==> config.mk <==
export PLATFORM = sky130hd
export DESIGN_NAME = bounded_ordered_list_store_flat
export DESIGN_NICKNAME = d
export VERILOG_FILES = /design/src/rtl/core/bols_pkg.sv /design/src/rtl/core/bols_req_if.sv /design/src/rtl/core/bols_rsp_if.sv /design/src/rtl/core/bounded_ordered_list_store.sv /design/src/rtl/core/bols_cell.sv /design/src/flat_wrapper.sv
export VERILOG_INCLUDE_DIRS = /design/src /design/src/rtl/core
export SDC_FILE = /design/constraint.sdc
export NUM_CORES = 1
export LEC_CHECK = 0
export BUFFER_PORTS_ARGS = -buffer_cell sky130_fd_sc_hd__buf_2
export CORE_ASPECT_RATIO = 0.75
export CORE_UTILIZATION = 49
export DETAILED_ROUTE_END_ITERATION = 10
export PLACE_DENSITY_LB_ADDON = 0.2
export SETUP_SLACK_MARGIN = 0.3
export SYNTH_ARGS = -nofsm -noshare
export SYNTH_HDL_FRONTEND = slang
export SYNTH_SLANG_ARGS = --single-unit
export TNS_END_PERCENT = 30
==> constraint.sdc <==
create_clock -name clock -period 9.1 [get_ports clock]
set_input_delay 1.82 -clock clock [delete_from_list [all_inputs] [get_ports clock]]
set_output_delay 1.82 -clock clock [all_outputs]
set_load 0.02 [all_outputs]
==> src/rtl/core/bounded_ordered_list_store_assert.svh <==
// ----------------------------------------------------------------------------
// Assertion macros for the bounded ordered list store
// Shorthand for clocked concurrent checks that are disabled while reset is high.
// ----------------------------------------------------------------------------
`ifndef BOUNDED_ORDERED_LIST_STORE_ASSERT_SVH
`define BOUNDED_ORDERED_LIST_STORE_ASSERT_SVH

// condition holds at every clock edge out of reset
`define BOLS_ASSERT_ALWAYS(label, clk, rst, cond) \
   label: assert property (@(posedge clk) disable iff (rst) (cond)) \
      else $error("bols invariant violated");

// consequent holds in the same cycle as the antecedent
`define BOLS_ASSERT_IMPLY(label, clk, rst, ante, cons) \
   label: assert property (@(posedge clk) disable iff (rst) (ante) |-> (cons)) \
      else $error("bols implication violated");

// consequent holds in the cycle after the antecedent
`define BOLS_ASSERT_NEXT(label, clk, rst, ante, cons) \
   label: assert property (@(posedge clk) disable iff (rst) (ante) |=> (cons)) \
      else $error("bols next-cycle check violated");

`endif

==> src/rtl/core/bols_pkg.sv <==
`timescale 1ns / 1ps
// ----------------------------------------------------------------------------
// bols_pkg
// Field widths, operation and status codes, and cell control types.
// ----------------------------------------------------------------------------
package bols_pkg;

   localparam int FUNC_W    = 4;
   localparam int DATA_W    = 32;
   localparam int POS_IN_W  = 5;
   localparam int POS_OUT_W = 4;
   localparam int COUNT_W   = 5;
   localparam int STATUS_W  = 2;

   localparam logic [FUNC_W-1:0] FN_PUSH_BACK  = 4'd0;
   localparam logic [FUNC_W-1:0] FN_PUSH_FRONT = 4'd1;
   localparam logic [FUNC_W-1:0] FN_INSERT     = 4'd2;
   localparam logic [FUNC_W-1:0] FN_POP_BACK   = 4'd3;
   localparam logic [FUNC_W-1:0] FN_POP_FRONT  = 4'd4;
   localparam logic [FUNC_W-1:0] FN_READ       = 4'd5;
   localparam logic [FUNC_W-1:0] FN_FIND       = 4'd6;
   localparam logic [FUNC_W-1:0] FN_MAX        = 4'd7;
   localparam logic [FUNC_W-1:0] FN_MIN        = 4'd8;

   localparam logic [STATUS_W-1:0] STS_OK        = 2'd0;
   localparam logic [STATUS_W-1:0] STS_BAD_INDEX = 2'd1;
   localparam logic [STATUS_W-1:0] STS_EMPTY     = 2'd2;
   localparam logic [STATUS_W-1:0] STS_FULL      = 2'd3;

   typedef enum logic [1:0] {
      CELL_HOLD       = 2'd0,
      CELL_INSERT     = 2'd1,
      CELL_SHIFT_DOWN = 2'd2,
      CELL_ROTATE     = 2'd3
   } cell_mode_type;

   typedef struct packed {
      cell_mode_type           mode;
      logic signed [DATA_W-1:0] value;
   } cell_ctrl_type;

endpackage

==> src/rtl/core/bols_req_if.sv <==
`timescale 1ns / 1ps
// ----------------------------------------------------------------------------
// bols_req_if
// Request channel: one list operation per handshake.
// ----------------------------------------------------------------------------
interface bols_req_if import bols_pkg::*; ();
   logic                     valid;
   logic                     ready;
   logic [FUNC_W-1:0]        func;
   logic signed [DATA_W-1:0] value;
   logic [POS_IN_W-1:0]      position_in;

   modport source (output valid, func, value, position_in, input ready);
   modport sink   (input valid, func, value, position_in, output ready);
endinterface

==> src/rtl/core/bols_rsp_if.sv <==
`timescale 1ns / 1ps
// ----------------------------------------------------------------------------
// bols_rsp_if
// Response channel: one result per request.
// ----------------------------------------------------------------------------
interface bols_rsp_if import bols_pkg::*; ();
   logic                     valid;
   logic                     ready;
   logic [STATUS_W-1:0]      status;
   logic signed [DATA_W-1:0] data;
   logic                     found;
   logic [POS_OUT_W-1:0]     position_out;
   logic [COUNT_W-1:0]       count;
   logic                     is_empty;

   modport source (output valid, status, data, found, position_out, count, is_empty,
                   input ready);
   modport sink   (input valid, status, data, found, position_out, count, is_empty,
                   output ready);
endinterface

==> src/rtl/core/bounded_ordered_list_store.sv <==
`timescale 1ns / 1ps
// ----------------------------------------------------------------------------
// bounded_ordered_list_store
// Ordered list of up to CAPACITY signed words kept in a chain of slot cells.
// ----------------------------------------------------------------------------
// Usage:
//   req_bus carries func, value and position_in; rsp_bus returns status, data,
//   found, position_out, count and is_empty, one response per request.
//   Push, insert, pop and every failed or empty-store request finish in the
//   accept cycle: the response is valid on the next cycle.
//   Read, find, max and min rotate the live entries once through the chain,
//   one entry per cycle past a single compare unit at the head cell, and the
//   list is back in its original order when they finish.
//   One request is in flight at a time: with rsp_bus.ready high, short
//   requests are taken every cycle and a scan holds the input off from its
//   accept until its response is valid.
//   req_bus.ready is high when no scan is running and the response register
//   is empty or being taken this cycle.
//   A stalled response (rsp_bus.ready low) holds its payload and blocks new
//   requests until taken.
//   Reset empties the list (count zero) and drops any pending response;
//   slot contents are not cleared and are only read once written.
// ----------------------------------------------------------------------------
`include "bounded_ordered_list_store_assert.svh"

module bounded_ordered_list_store import bols_pkg::*; #(
   parameter int CAPACITY = 16
) (
   input  logic       clock,
   input  logic       reset,
   bols_req_if.sink   req_bus,
   bols_rsp_if.source rsp_bus
);

   localparam int CNT_W = $clog2(CAPACITY + 1);
   localparam int IDX_W = $clog2(CAPACITY);
   localparam int CW    = (CNT_W > POS_IN_W) ? CNT_W : POS_IN_W;

   typedef enum logic [1:0] {
      S_IDLE = 2'b01,
      S_SCAN = 2'b10
   } state_type;

   state_type                state_ff, state_in;
   logic [CNT_W-1:0]         count_ff, count_in;
   logic [FUNC_W-1:0]        op_ff, op_in;
   logic signed [DATA_W-1:0] key_ff, key_in;
   logic [CW-1:0]            pos_ff, pos_in;
   logic [IDX_W-1:0]         step_ff, step_in;
   logic signed [DATA_W-1:0] acc_ff, acc_in;
   logic                     found_ff, found_in;
   logic [IDX_W-1:0]         where_ff, where_in;

   logic                     rsp_valid_ff, rsp_valid_in;
   logic [STATUS_W-1:0]      rsp_status_ff, rsp_status_in;
   logic signed [DATA_W-1:0] rsp_data_ff, rsp_data_in;
   logic                     rsp_found_ff, rsp_found_in;
   logic [POS_OUT_W-1:0]     rsp_where_ff, rsp_where_in;
   logic [COUNT_W-1:0]       rsp_count_ff, rsp_count_in;
   logic                     rsp_empty_ff, rsp_empty_in;

   logic                     req_fire;
   logic [CW-1:0]            count_x, pos_x, at_pos;
   logic                     is_full, is_empty_now, last_step;
   logic                     start_scan, load_rsp;
   logic                     push_grow, scan_done;
   logic signed [DATA_W-1:0] head;
   cell_ctrl_type            cell_ctrl;
   logic [CW-1:0]            cell_mark;
   logic signed [DATA_W-1:0] cell_q [CAPACITY];

   // ---------------------------------------------------------------------
   // Cell chain
   // ---------------------------------------------------------------------
   for (genvar gi = 0; gi < CAPACITY; gi++) begin : g_cell
      logic signed [DATA_W-1:0] left_d, right_d;
      if (gi == 0) begin : g_first
         assign left_d = cell_ctrl.value;
      end else begin : g_mid_l
         assign left_d = cell_q[gi-1];
      end
      if (gi == CAPACITY - 1) begin : g_last
         assign right_d = cell_q[gi];
      end else begin : g_mid_r
         assign right_d = cell_q[gi+1];
      end
      bols_cell #(
         .IDX    (gi),
         .MARK_W (CW)
      ) u_cell (
         .clock      (clock),
         .ctrl       (cell_ctrl),
         .mark       (cell_mark),
         .from_left  (left_d),
         .from_right (right_d),
         .wrap       (cell_q[0]),
         .entry      (cell_q[gi])
      );
   end

   assign head = cell_q[0];

   // ---------------------------------------------------------------------
   // Control
   // ---------------------------------------------------------------------
   assign req_bus.ready = (state_ff == S_IDLE) && (!rsp_valid_ff || rsp_bus.ready);
   assign req_fire      = req_bus.valid && req_bus.ready;

   assign count_x      = CW'(count_ff);
   assign pos_x        = CW'(req_bus.position_in);
   assign is_full      = (count_ff == CNT_W'(CAPACITY));
   assign is_empty_now = (count_ff == '0);
   assign last_step    = (CNT_W'(step_ff) == (count_ff - 1'b1));

   always_comb begin
      at_pos = pos_x;
      if (req_bus.func == FN_PUSH_BACK) begin
         at_pos = count_x;
      end else if (req_bus.func == FN_PUSH_FRONT) begin
         at_pos = '0;
      end
   end

   always_comb begin
      state_in        = state_ff;
      count_in        = count_ff;
      op_in           = op_ff;
      key_in          = key_ff;
      pos_in          = pos_ff;
      step_in         = step_ff;
      acc_in          = acc_ff;
      found_in        = found_ff;
      where_in        = where_ff;
      start_scan      = 1'b0;
      load_rsp        = 1'b0;
      rsp_status_in   = rsp_status_ff;
      rsp_data_in     = rsp_data_ff;
      rsp_found_in    = rsp_found_ff;
      rsp_where_in    = rsp_where_ff;
      rsp_count_in    = rsp_count_ff;
      rsp_empty_in    = rsp_empty_ff;
      cell_ctrl.mode  = CELL_HOLD;
      cell_ctrl.value = req_bus.value;
      cell_mark       = '0;

      if (req_fire) begin
         rsp_status_in = STS_OK;
         rsp_data_in   = '0;
         rsp_found_in  = 1'b0;
         rsp_where_in  = '0;
         case (req_bus.func)
            FN_PUSH_BACK, FN_PUSH_FRONT, FN_INSERT: begin
               if (at_pos > count_x) begin
                  rsp_status_in = STS_BAD_INDEX;
               end else if (is_full) begin
                  rsp_status_in = STS_FULL;
               end else begin
                  cell_ctrl.mode = CELL_INSERT;
                  cell_mark      = at_pos;
                  count_in       = count_ff + 1'b1;
               end
            end
            FN_POP_BACK: begin
               if (is_empty_now) begin
                  rsp_status_in = STS_EMPTY;
               end else begin
                  count_in = count_ff - 1'b1;
               end
            end
            FN_POP_FRONT: begin
               if (is_empty_now) begin
                  rsp_status_in = STS_EMPTY;
               end else begin
                  cell_ctrl.mode = CELL_SHIFT_DOWN;
                  count_in       = count_ff - 1'b1;
               end
            end
            FN_READ: begin
               if (pos_x >= count_x) begin
                  rsp_status_in = STS_BAD_INDEX;
               end else begin
                  start_scan = 1'b1;
               end
            end
            FN_FIND, FN_MAX, FN_MIN: begin
               if (is_empty_now) begin
                  rsp_status_in = STS_EMPTY;
               end else begin
                  start_scan = 1'b1;
               end
            end
            default: begin
               rsp_status_in = STS_OK;
            end
         endcase
         rsp_count_in = COUNT_W'(count_in);
         rsp_empty_in = (count_in == '0);
         if (start_scan) begin
            state_in = S_SCAN;
            op_in    = req_bus.func;
            key_in   = req_bus.value;
            pos_in   = pos_x;
            step_in  = '0;
            found_in = 1'b0;
            where_in = '0;
         end else begin
            load_rsp = 1'b1;
         end
      end else if (state_ff == S_SCAN) begin
         // head cell holds entry number step_ff; rotate the live entries by one
         cell_ctrl.mode = CELL_ROTATE;
         cell_mark      = count_x - 1'b1;
         case (op_ff)
            FN_READ: begin
               if (CW'(step_ff) == pos_ff) begin
                  acc_in = head;
               end
            end
            FN_FIND: begin
               if (!found_ff && (head == key_ff)) begin
                  found_in = 1'b1;
                  where_in = step_ff;
               end
            end
            FN_MAX: begin
               if ((step_ff == '0) || (head > acc_ff)) begin
                  acc_in = head;
               end
            end
            FN_MIN: begin
               if ((step_ff == '0) || (head < acc_ff)) begin
                  acc_in = head;
               end
            end
            default: begin
               acc_in = acc_ff;
            end
         endcase
         step_in = step_ff + 1'b1;
         if (last_step) begin
            state_in      = S_IDLE;
            load_rsp      = 1'b1;
            rsp_status_in = STS_OK;
            rsp_data_in   = (op_ff == FN_FIND) ? '0 : acc_in;
            rsp_found_in  = found_in;
            rsp_where_in  = POS_OUT_W'(where_in);
            rsp_count_in  = COUNT_W'(count_ff);
            rsp_empty_in  = 1'b0;
         end
      end
   end

   always_comb begin
      rsp_valid_in = rsp_valid_ff;
      if (load_rsp) begin
         rsp_valid_in = 1'b1;
      end else if (rsp_bus.ready) begin
         rsp_valid_in = 1'b0;
      end
   end

   always_ff @(posedge clock) begin
      if (reset) begin
         state_ff     <= S_IDLE;
         count_ff     <= '0;
         rsp_valid_ff <= 1'b0;
      end else begin
         state_ff     <= state_in;
         count_ff     <= count_in;
         rsp_valid_ff <= rsp_valid_in;
      end
   end

   always_ff @(posedge clock) begin
      op_ff         <= op_in;
      key_ff        <= key_in;
      pos_ff        <= pos_in;
      step_ff       <= step_in;
      acc_ff        <= acc_in;
      found_ff      <= found_in;
      where_ff      <= where_in;
      rsp_status_ff <= rsp_status_in;
      rsp_data_ff   <= rsp_data_in;
      rsp_found_ff  <= rsp_found_in;
      rsp_where_ff  <= rsp_where_in;
      rsp_count_ff  <= rsp_count_in;
      rsp_empty_ff  <= rsp_empty_in;
   end

   assign rsp_bus.valid        = rsp_valid_ff;
   assign rsp_bus.status       = rsp_status_ff;
   assign rsp_bus.data         = rsp_data_ff;
   assign rsp_bus.found        = rsp_found_ff;
   assign rsp_bus.position_out = rsp_where_ff;
   assign rsp_bus.count        = rsp_count_ff;
   assign rsp_bus.is_empty     = rsp_empty_ff;

   // ---------------------------------------------------------------------
   // Checks
   // ---------------------------------------------------------------------
   assign push_grow = req_fire && (req_bus.func == FN_PUSH_BACK) && !is_full;
   assign scan_done = (state_ff == S_SCAN) && last_step;

   `BOLS_ASSERT_ALWAYS(a_count_bound, clock, reset, count_ff <= CNT_W'(CAPACITY))
   `BOLS_ASSERT_IMPLY(a_scan_blocks_req, clock, reset, state_ff == S_SCAN, !req_bus.ready)
   `BOLS_ASSERT_IMPLY(a_scan_step_live, clock, reset, state_ff == S_SCAN, CNT_W'(step_ff) < count_ff)
   `BOLS_ASSERT_NEXT(a_push_grows, clock, reset, push_grow, count_ff == $past(count_ff) + 1'b1)
   `BOLS_ASSERT_NEXT(a_scan_responds, clock, reset, scan_done, rsp_valid_ff && state_ff == S_IDLE)

endmodule

==> src/rtl/core/bols_cell.sv <==
`timescale 1ns / 1ps
// ----------------------------------------------------------------------------
// bols_cell
// One list slot: holds, loads, or takes a neighbor's entry per broadcast mode.
// ----------------------------------------------------------------------------
module bols_cell import bols_pkg::*; #(
   parameter int IDX    = 0,
   parameter int MARK_W = 5
) (
   input  logic                     clock,
   input  cell_ctrl_type            ctrl,
   input  logic [MARK_W-1:0]        mark,
   input  logic signed [DATA_W-1:0] from_left,
   input  logic signed [DATA_W-1:0] from_right,
   input  logic signed [DATA_W-1:0] wrap,
   output logic signed [DATA_W-1:0] entry
);

   localparam logic [MARK_W-1:0] MY_IDX = MARK_W'(IDX);

   logic signed [DATA_W-1:0] entry_ff, entry_in;

   // insert: mark is the gap position; rotate: mark is the last live slot
   always_comb begin
      entry_in = entry_ff;
      case (ctrl.mode)
         CELL_INSERT: begin
            if (MY_IDX == mark) begin
               entry_in = ctrl.value;
            end else if (MY_IDX > mark) begin
               entry_in = from_left;
            end
         end
         CELL_SHIFT_DOWN: begin
            entry_in = from_right;
         end
         CELL_ROTATE: begin
            if (MY_IDX == mark) begin
               entry_in = wrap;
            end else if (MY_IDX < mark) begin
               entry_in = from_right;
            end
         end
         default: begin
            entry_in = entry_ff;
         end
      endcase
   end

   always_ff @(posedge clock) begin
      entry_ff <= entry_in;
   end

   assign entry = entry_ff;

endmodule

==> src/flat_wrapper.sv <==
// flat-port wrapper written by rule: the top's interface ports become plain ports
module bounded_ordered_list_store_flat import bols_pkg::*;
#(
   parameter int CAPACITY = 16
)
  (clock, reset, req_bus_valid, req_bus_func, req_bus_value, req_bus_position_in, req_bus_ready, rsp_bus_valid, rsp_bus_status, rsp_bus_data, rsp_bus_found, rsp_bus_position_out, rsp_bus_count, rsp_bus_is_empty, rsp_bus_ready);
  bols_req_if req_bus_i ();
  bols_rsp_if rsp_bus_i ();
  input  logic clock;
  input  logic reset;
  input wire logic [$bits(req_bus_i.valid)-1:0] req_bus_valid;
  input wire logic [$bits(req_bus_i.func)-1:0] req_bus_func;
  input wire logic [$bits(req_bus_i.value)-1:0] req_bus_value;
  input wire logic [$bits(req_bus_i.position_in)-1:0] req_bus_position_in;
  output wire logic [$bits(req_bus_i.ready)-1:0] req_bus_ready;
  output wire logic [$bits(rsp_bus_i.valid)-1:0] rsp_bus_valid;
  output wire logic [$bits(rsp_bus_i.status)-1:0] rsp_bus_status;
  output wire logic [$bits(rsp_bus_i.data)-1:0] rsp_bus_data;
  output wire logic [$bits(rsp_bus_i.found)-1:0] rsp_bus_found;
  output wire logic [$bits(rsp_bus_i.position_out)-1:0] rsp_bus_position_out;
  output wire logic [$bits(rsp_bus_i.count)-1:0] rsp_bus_count;
  output wire logic [$bits(rsp_bus_i.is_empty)-1:0] rsp_bus_is_empty;
  input wire logic [$bits(rsp_bus_i.ready)-1:0] rsp_bus_ready;
  assign req_bus_i.valid = req_bus_valid;
  assign req_bus_i.func = req_bus_func;
  assign req_bus_i.value = req_bus_value;
  assign req_bus_i.position_in = req_bus_position_in;
  assign req_bus_ready = req_bus_i.ready;
  assign rsp_bus_valid = rsp_bus_i.valid;
  assign rsp_bus_status = rsp_bus_i.status;
  assign rsp_bus_data = rsp_bus_i.data;
  assign rsp_bus_found = rsp_bus_i.found;
  assign rsp_bus_position_out = rsp_bus_i.position_out;
  assign rsp_bus_count = rsp_bus_i.count;
  assign rsp_bus_is_empty = rsp_bus_i.is_empty;
  assign rsp_bus_i.ready = rsp_bus_ready;
  bounded_ordered_list_store #(.CAPACITY(CAPACITY)) u_core (.clock(clock), .reset(reset), .req_bus(req_bus_i), .rsp_bus(rsp_bus_i));
endmodule
==> reports/metrics.cfg, run 1 <==
[hold_path]
hold_path_end=u_core.state_ff[1]
hold_class=reg -> reg
hold_start=u_core.state_ff[1]
min_path_cells=2

[power]
power_leakage_nw=13.06
total_power_mw=6.502
ir_drop_v=0.0001302
power.density_mw_per_mm2=178.2

[finish]
post-route-util_pct=55.38
nets=3054
fillers=5520
drive_gt1_share_pct=11.75
regArea_mm2=0.01898
multi_input_area_mm2=0.01316
syn2layout_area_growth_pct=10.69

[floorplanning]
initial_core_util_pct=50.03
fp.dieArea_mm2=0.06832
die_w_um=301.5
io_pins=92
die_h_um=226.6
fp-row-count=81
core-area_mm2=0.06588

[setup_path]
crit_start=req_bus_func[1]
start_kind=input pin
cp.arrival_ns=6.78
path_max_fanout=33
required_ns=9.33
crit_slowest_cell=a21bo_2
rr_endpoint=u_core.g_cell[1].u_cell.entry[14]
r2r_cells=11
critPathKind=in -> reg
critPathMostFrequentCell=a21o_1
endpoint_kind=register
path_cells=buf_2 -> nor3_4 -> mux2_2 -> ha_1 -> a21o_1 -> a21o_1 -> a211o_1 -> a211oi_2 -> nor2_1 -> or2_2 -> a21oi_4 -> buf_4 -> a21bo_2
cpPeakStageDelay_ns=1.04
r2r_setup_slack_ns=3.44
r2r-start=u_core.count_ff[0]

[status]
violations=DRC
outcome=complete, but fails checks

[drt]
dr.pass1.iters=10
drt-total-wl_um=110600
vias_per_cell=6.750
drtIter0Drc=4195
wl_per_cell_um=28.42
via_count=26256
drtAntennaViolNets=0
drc=5

[clock_network]
cts_resized=0
htreeDepth=3
cts_tree=done
cts_buffer_depth=3
cts-root-buf=clkbuf_16
clk_pin_slew_ns=0.06
cts_setup_buffers=0
numClockSinks=647
cts_buffers=67
hold_buffers=0
clk_latency_ns=0.64

[logic_synthesis]
synth_simple_gate_area_share_pct=14.17
synthTopCellsByArea=edfxtp_1 (55%), a221o_1 (6.8%), nand2_1 (6.1%)
syn_inst=2946
synth_fa_ha_area_share_pct=1.784
ys_top_cells_by_count=edfxtp_1 (602), nand2_1 (538), nor2_1 (265)
yosys.area.top_type_share_pct=54.85
yosysTopAreaCell=edfxtp_1
synth_fp_nets=3038
ys_warn_count=0
syn_area_per_cell_um2=11.19
synth_xor_area_share_pct=1.249
syn_area_mm2=0.03296
async_reset_ff_share_pct=0
synth-seq-cells=647
synthMuxAreaShare_pct=6.393
synthFlopType=edfxtp_1
synth_edf_count=602
ys_seq_area_share_pct=57.58
synth_top_family_by_area=compound AO/OA/AOI/OAI gates
yosysUniqueCellTypes=80
synth_compound_gate_area_share_pct=15.37
synth_most_common_cell=edfxtp_1

[global_route]
antenna_found_initial=6
grt_pass1_vias=24787
grt_overflow_total=0
grtUsageTotal_pct=32.23
grt_pass1_wl_um=162500
grt_max_degree=125

[run]
drv_cap=0

[sta]
fin_worst_skew_ns=0.02564
period_share_pct=72.01
fin_crit_ns=6.553
finalMaxSlewViolations=0
rsz0062_at_grt=false
fmax_ghz=0.1526
final.setup.worst_slack_ns=2.547
fin_setup_tns_ns=0
tightest_slew_ns=1.286
setup_viol=0
slew_headroom_pct=14.23
fin_hold_ws_ns=0.4750
hold_viol=0

[place]
dpl.hpwl_um=66810
dp_slack_ns=2.057
gp_congestion=0.8914
numPortBuffers=91

## report_power, final
part	internal (mW)	switching, mW	total (mW)
sequential	3.34	0.0502	3.39
combinational	0.140	0.310	0.450
clock	1.45	1.21	2.67
## per-stage QoR
step | instance area (um^2) | instances
3_5_place_dp | 34440 | 3764
3_3_place_gp | 34440 | 3764
2_1_floorplan | 32960 | 2946
6_report | 36480 | 3890
5_1_grt | 36480 | 3890
4_1_cts | 36470 | 3885
## sequential cells by signal, summed over array words and instances (netlist names), 2 cells and up
name,flops
u_core.pos_ff,5
u_core.count_ff,5
u_core.acc_ff,32
u_core.where_ff,4
u_core.g_cell.u_cell.entry,512
u_core.state_ff,2
u_core.op_ff,4
u_core.rsp_bus.count,5
u_core.step_ff,4
u_core.key_ff,32
u_core.rsp_bus.data,32
u_core.rsp_bus.status,2
u_core.rsp_bus.position_out,4
## critical path: cells and delay by family
family / cells / cell delay, ns
fa+ha+maj: 1 / 0.21
simple gates: 3 / 0.87
compound gates: 6 / 2.62
buf+inv: 2 / 0.73
mux: 1 / 0.47
## cell usage in the layout, fill, tap and decap left out, drive strengths merged, types with 47 or more instances in the layout
| cell type | netlist | layout |
|---|---|---|
| a221o | 225 | 225 |
| a31oi | 99 | 99 |
| and3 | 68 | 68 |
| buf | 103 | 165 |
| clkbuf | 115 | 84 |
| edfxtp | 602 | 602 |
| ha | 47 | 47 |
| inv | 51 | 56 |
| mux2i | 170 | 170 |
| nand2 | 539 | 539 |
| nand4 | 56 | 56 |
| nor2 | 266 | 266 |
| o21ai | 188 | 188 |
## layout make-up
| cell class | count | share of cell area (%) |
|---|---|---|
| clock inverters | 37 | 0.6653 |
| repair buffers | 165 | 2.805 |
| well taps | 871 | 2.987 |
| flip-flops and latches | 647 | 52.02 |
| multi-input cells | 2029 | 36.06 |
| clock buffers | 84 | 4.887 |
| inverters | 52 | 0.5419 |
| diodes | 5 | 0.03430 |
## cell families after synthesis
group,count (synthesis)
AO/OA/AOI/OAI,674
XOR/XNOR,47
flip-flops,647
AND/OR/NAND/NOR,1055
multiplexers,206
adder cells (fa/ha/maj),47
buffers and inverters,270
## per-layer routing
metal | track usage, % | wire (um) | vias to the layer above | part of all wire [%]
li1 | - | - | 11187 | -
met1 | 46.03 | 45050 | 12788 | 41
met2 | 45.74 | 46120 | 1972 | 42
met3 | 9.342 | 14840 | 305 | 13
met4 | 13.13 | 4481 | 4 | 4.1
met5 | 0.5772 | 63 | - | 0.057
## worst max-delay path by stage
stage | to | slack (ns) | cells past startpoint
3_5_place_dp | u_core.g_cell[6].u_cell.entry[18] | 2.06 | 13
3_3_place_gp | u_core.g_cell[6].u_cell.entry[9] | 2.10 | 13
2_1_floorplan | u_core.g_cell[3].u_cell.entry[0] | 1.58 | 14
4_1_cts | u_core.g_cell[6].u_cell.entry[18] | 2.66 | 13
6_report | u_core.g_cell[6].u_cell.entry[9] | 2.55 | 13
5_1_grt | u_core.g_cell[6].u_cell.entry[18] | 2.43 | 13
Note: power is estimated with default switching activity, not from simulation.
==> run 2: changes to the inputs <==
ABC_AREA = 1   (was default)
clock period = 5.51 ns   (was 9.1 ns; I/O delays follow)
==> run 2 against run 1 <==
  * Synthesized cell count is 46% higher
  * The run still ends with DRC left
  * Routed wire length is 1.2% lower
  * Via count is 17% higher
  * Worst hold slack worse by 0.028 ns
  * Largest cell class unchanged
  * Clock skew is 0.0059 ns lower
  * Final cell count is 35% higher
  * Combinational power is 83% higher
  * Clock-buffer cell count is 2 lower
  * Clock power is 68% higher
  * Register-to-register slack worse by 2.2 ns
  * Critical path depth is 8 higher
==> reports/metrics.cfg, run 2 <==
[status]
outcome=complete, but fails checks
violations=DRC

[drt]
vias_per_cell=5.828  ; -14%
drtIter0Drc=3744  ; -11%
dr.pass1.iters=9  ; -1
via_count=30618  ; +17%
drt-total-wl_um=109200  ; -1.2%
drtAntennaViolNets=0  ; unchanged
drc=4  ; -1
wl_per_cell_um=20.78  ; -27%

[finish]
syn2layout_area_growth_pct=9.251
nets=4339  ; +42%
final_common_cell=nand2_1
fillers=6659  ; +21%
drive_gt1_share_pct=8.471  ; -3.3 points
fin_area_mm2=0.03928  ; +7.7%
multi_input_area_mm2=0.01426  ; +8.4%
largest_reg_flops=512  ; unchanged
regArea_mm2=0.01898  ; unchanged
final_cell_mix=nand2_1 (1,271), edfxtp_1 (602), o21ai_0 (571), inv_1 (384), o21ai_1 (308)
diodes=0  ; -5

[floorplanning]
initial_core_util_pct=49.78  ; -0.25 points
io_pins=92  ; unchanged
fp.dieArea_mm2=0.07447  ; +9.0%
core-area_mm2=0.07221  ; +9.6%
die_h_um=236.6  ; +4.4%
die_w_um=314.8  ; +4.4%
fp-row-count=85  ; +4.9%

[setup_path]
cpPeakStageDelay_ns=0.49  ; -0.55 ns
crit_slowest_cell=inv_2
path_max_fanout=31  ; -6.1%
path_buf_inv=3  ; +1
critPathKind=in -> reg
start_kind=input pin
endpoint_kind=register
required_ns=5.85  ; -3.48 ns
cp.arrival_ns=4.87  ; -1.91 ns
crit_family=simple AND/OR/NAND/NOR gates
r2r_setup_slack_ns=1.25  ; -2.19 ns
critPathMostFrequentCell=nand2_1
path_cells=buf_2 -> nor2_4 -> nand2_4 -> o21ai_1 -> ha_1 -> nand2_1 -> nor2_1 -> nand2_1 -> o211ai_1 -> nand2_2 -> nand3_2 -> nor2_8 -> nand2_2 -> nand2_2 -> inv_4 -> nor2_4 -> nand3_2 -> nand2_1 -> nand2_1 -> inv_2 -> o21ai_0

[clock_network]
clk_pin_slew_ns=0.06  ; about the same
cts-root-buf=clkbuf_16
cts_buffer_depth=3  ; unchanged
cts_buffers=67  ; unchanged
cts_tree=done
numClockSinks=647  ; unchanged
cts_setup_buffers=0  ; unchanged
htreeDepth=3  ; unchanged
clk_latency_ns=0.63  ; about the same
hold_buffers=0  ; unchanged
cts_resized=0  ; unchanged

[global_route]
antenna_found_initial=0  ; -6
grt_pass1_wl_um=169100  ; +4.1%
grtUsageTotal_pct=29.19  ; -3.0 points
grt_pass1_vias=29480  ; +19%
grt_max_degree=118  ; -5.6%
grt_overflow_total=0  ; unchanged

[logic_synthesis]
synth_compound_gate_area_share_pct=15.30  ; -0.071 points
ys_top_cells_by_count=nand2_1 (1,273), edfxtp_1 (602), o21ai_0 (572)
synth_most_common_cell=nand2_1
synth-seq-cells=647  ; unchanged
synth_top_family_by_area=simple AND/OR/NAND/NOR gates
syn_area_mm2=0.03595  ; +9.1%
synthTopCellsByArea=edfxtp_1 (50%), nand2_1 (13%), o21ai_0 (8.0%)
synthFlopType=edfxtp_1
synth_xor_area_share_pct=0.9014  ; -0.35 points
yosysUniqueCellTypes=49  ; -39%
synth_fa_ha_area_share_pct=1.636  ; -0.15 points
syn_inst=4301  ; +46%
synth_simple_gate_area_share_pct=21.30  ; +7.1 points
synth_edf_count=602  ; unchanged
syn_area_per_cell_um2=8.359  ; -25%
ys_warn_count=0  ; unchanged
yosysTopAreaCell=edfxtp_1
async_reset_ff_share_pct=0  ; unchanged
ys_seq_area_share_pct=52.79  ; -4.8 points
synth_fp_nets=4393  ; +45%
yosys.area.top_type_share_pct=50.28  ; -4.6 points
synthMuxAreaShare_pct=0  ; -6.4 points

[power]
ir_drop_v=0.0002722  ; +110%
power.density_mw_per_mm2=277.1  ; +56%
power_leakage_nw=16.38  ; +25%

[sta]
hold_viol=0  ; unchanged
fin_worst_skew_ns=0.01973  ; -0.005908 ns
slew_headroom_pct=28.71  ; +14 points
fin_crit_ns=4.538
fmax_ghz=0.2204
tightest_slew_ns=1.055  ; -0.2320 ns
fin_setup_tns_ns=0  ; unchanged
period_share_pct=82.36
finalMaxSlewViolations=0  ; unchanged
setup_viol=0  ; unchanged
rsz0062_at_grt=false

[run]
drv_cap=0  ; unchanged

[place]
numPortBuffers=91  ; unchanged
dpl_cell_area_mm2=0.03720  ; +8.0%
gp_congestion=0.9064  ; +1.7%
dpl.hpwl_um=71370  ; +6.8%

[hold_path]
hold_class=reg -> reg

-- run 2: cells by family (layout without fill, tap and decap cells) --
group,Yosys count,in the layout
buffers and inverters,698,694
AOI/OAI and AO/OA,1067,1067
adders and majority gates,47,47
xor gates and xnor gates,37,37
and+or+nand+nor,1805,1805
DFF,647,647
-- run 2: stage by stage --
step	worst slack, ns	total power [mW]	utilization (%)	hold WS [ns]	cells
after floorplan	0.1851	6.193	-	0.4592	4301
after global placement	0.5110	6.474	51.52	0.4322	5135
after detailed placement	0.4143	6.488	51.52	0.4339	5135
after CTS	1.070	10.92	54.39	0.4491	5254
after global routing	0.7605	11.20	54.39	0.4708	5254
final	0.9721	10.89	54.39	0.4466	5254
-- run 2: where the power goes --
part / switching (mW) / leakage (nW) / internal (mW)
logic: 0.602 / 9.55 / 0.222
registers: 0.0652 / 5.81 / 5.51
clock network: 2.02 / 1.01 / 2.46
-- run 2: worst reg2reg max path, delay by kind of cell, from the launching register on --
| kind | cells | cell delay [ns] |
|---|---|---|
| adders and majority gates | 1 | 0.34 |
| DFF | 1 | 0.50 |
| and+or+nand+nor | 12 | 1.62 |
| buffers and inverters | 3 | 0.77 |
| AOI/OAI and AO/OA | 3 | 0.74 |
-- run 2: layout make-up --
| class | instances | share of cell area (%) |
|---|---|---|
| clock inverters | 37 | 0.7391 |
| well taps | 957 | 3.049 |
| flip-flops and latches | 647 | 48.32 |
| multi-input cells | 2956 | 36.31 |
| inverters | 402 | 3.867 |
| repair buffers | 173 | 3.173 |
| clock buffers | 82 | 4.546 |
-- run 2: final timing paths --
kind,start,to,depth (start not counted)
worst max-delay path,req_bus_func[3],u_core.g_cell[11].u_cell.entry[12],21
worst min-delay path,u_core.rsp_bus.data[26],u_core.rsp_bus.data[26],2
worst max register to register,u_core.count_ff[2],u_core.g_cell[11].u_cell.entry[12],19
worst min register to register,u_core.rsp_bus.data[26],u_core.rsp_bus.data[26],2
-- run 2: layer usage --
metal	part of all wire [%]	vias to the layer above	global-route usage, %	routed length [um]
met5	0	-	0	0
met4	3.0	0	10.37	3304
met3	8.4	222	5.132	9182
met2	45	1416	44.71	48960
met1	44	14545	41.55	47750
li1	-	14435	-	-
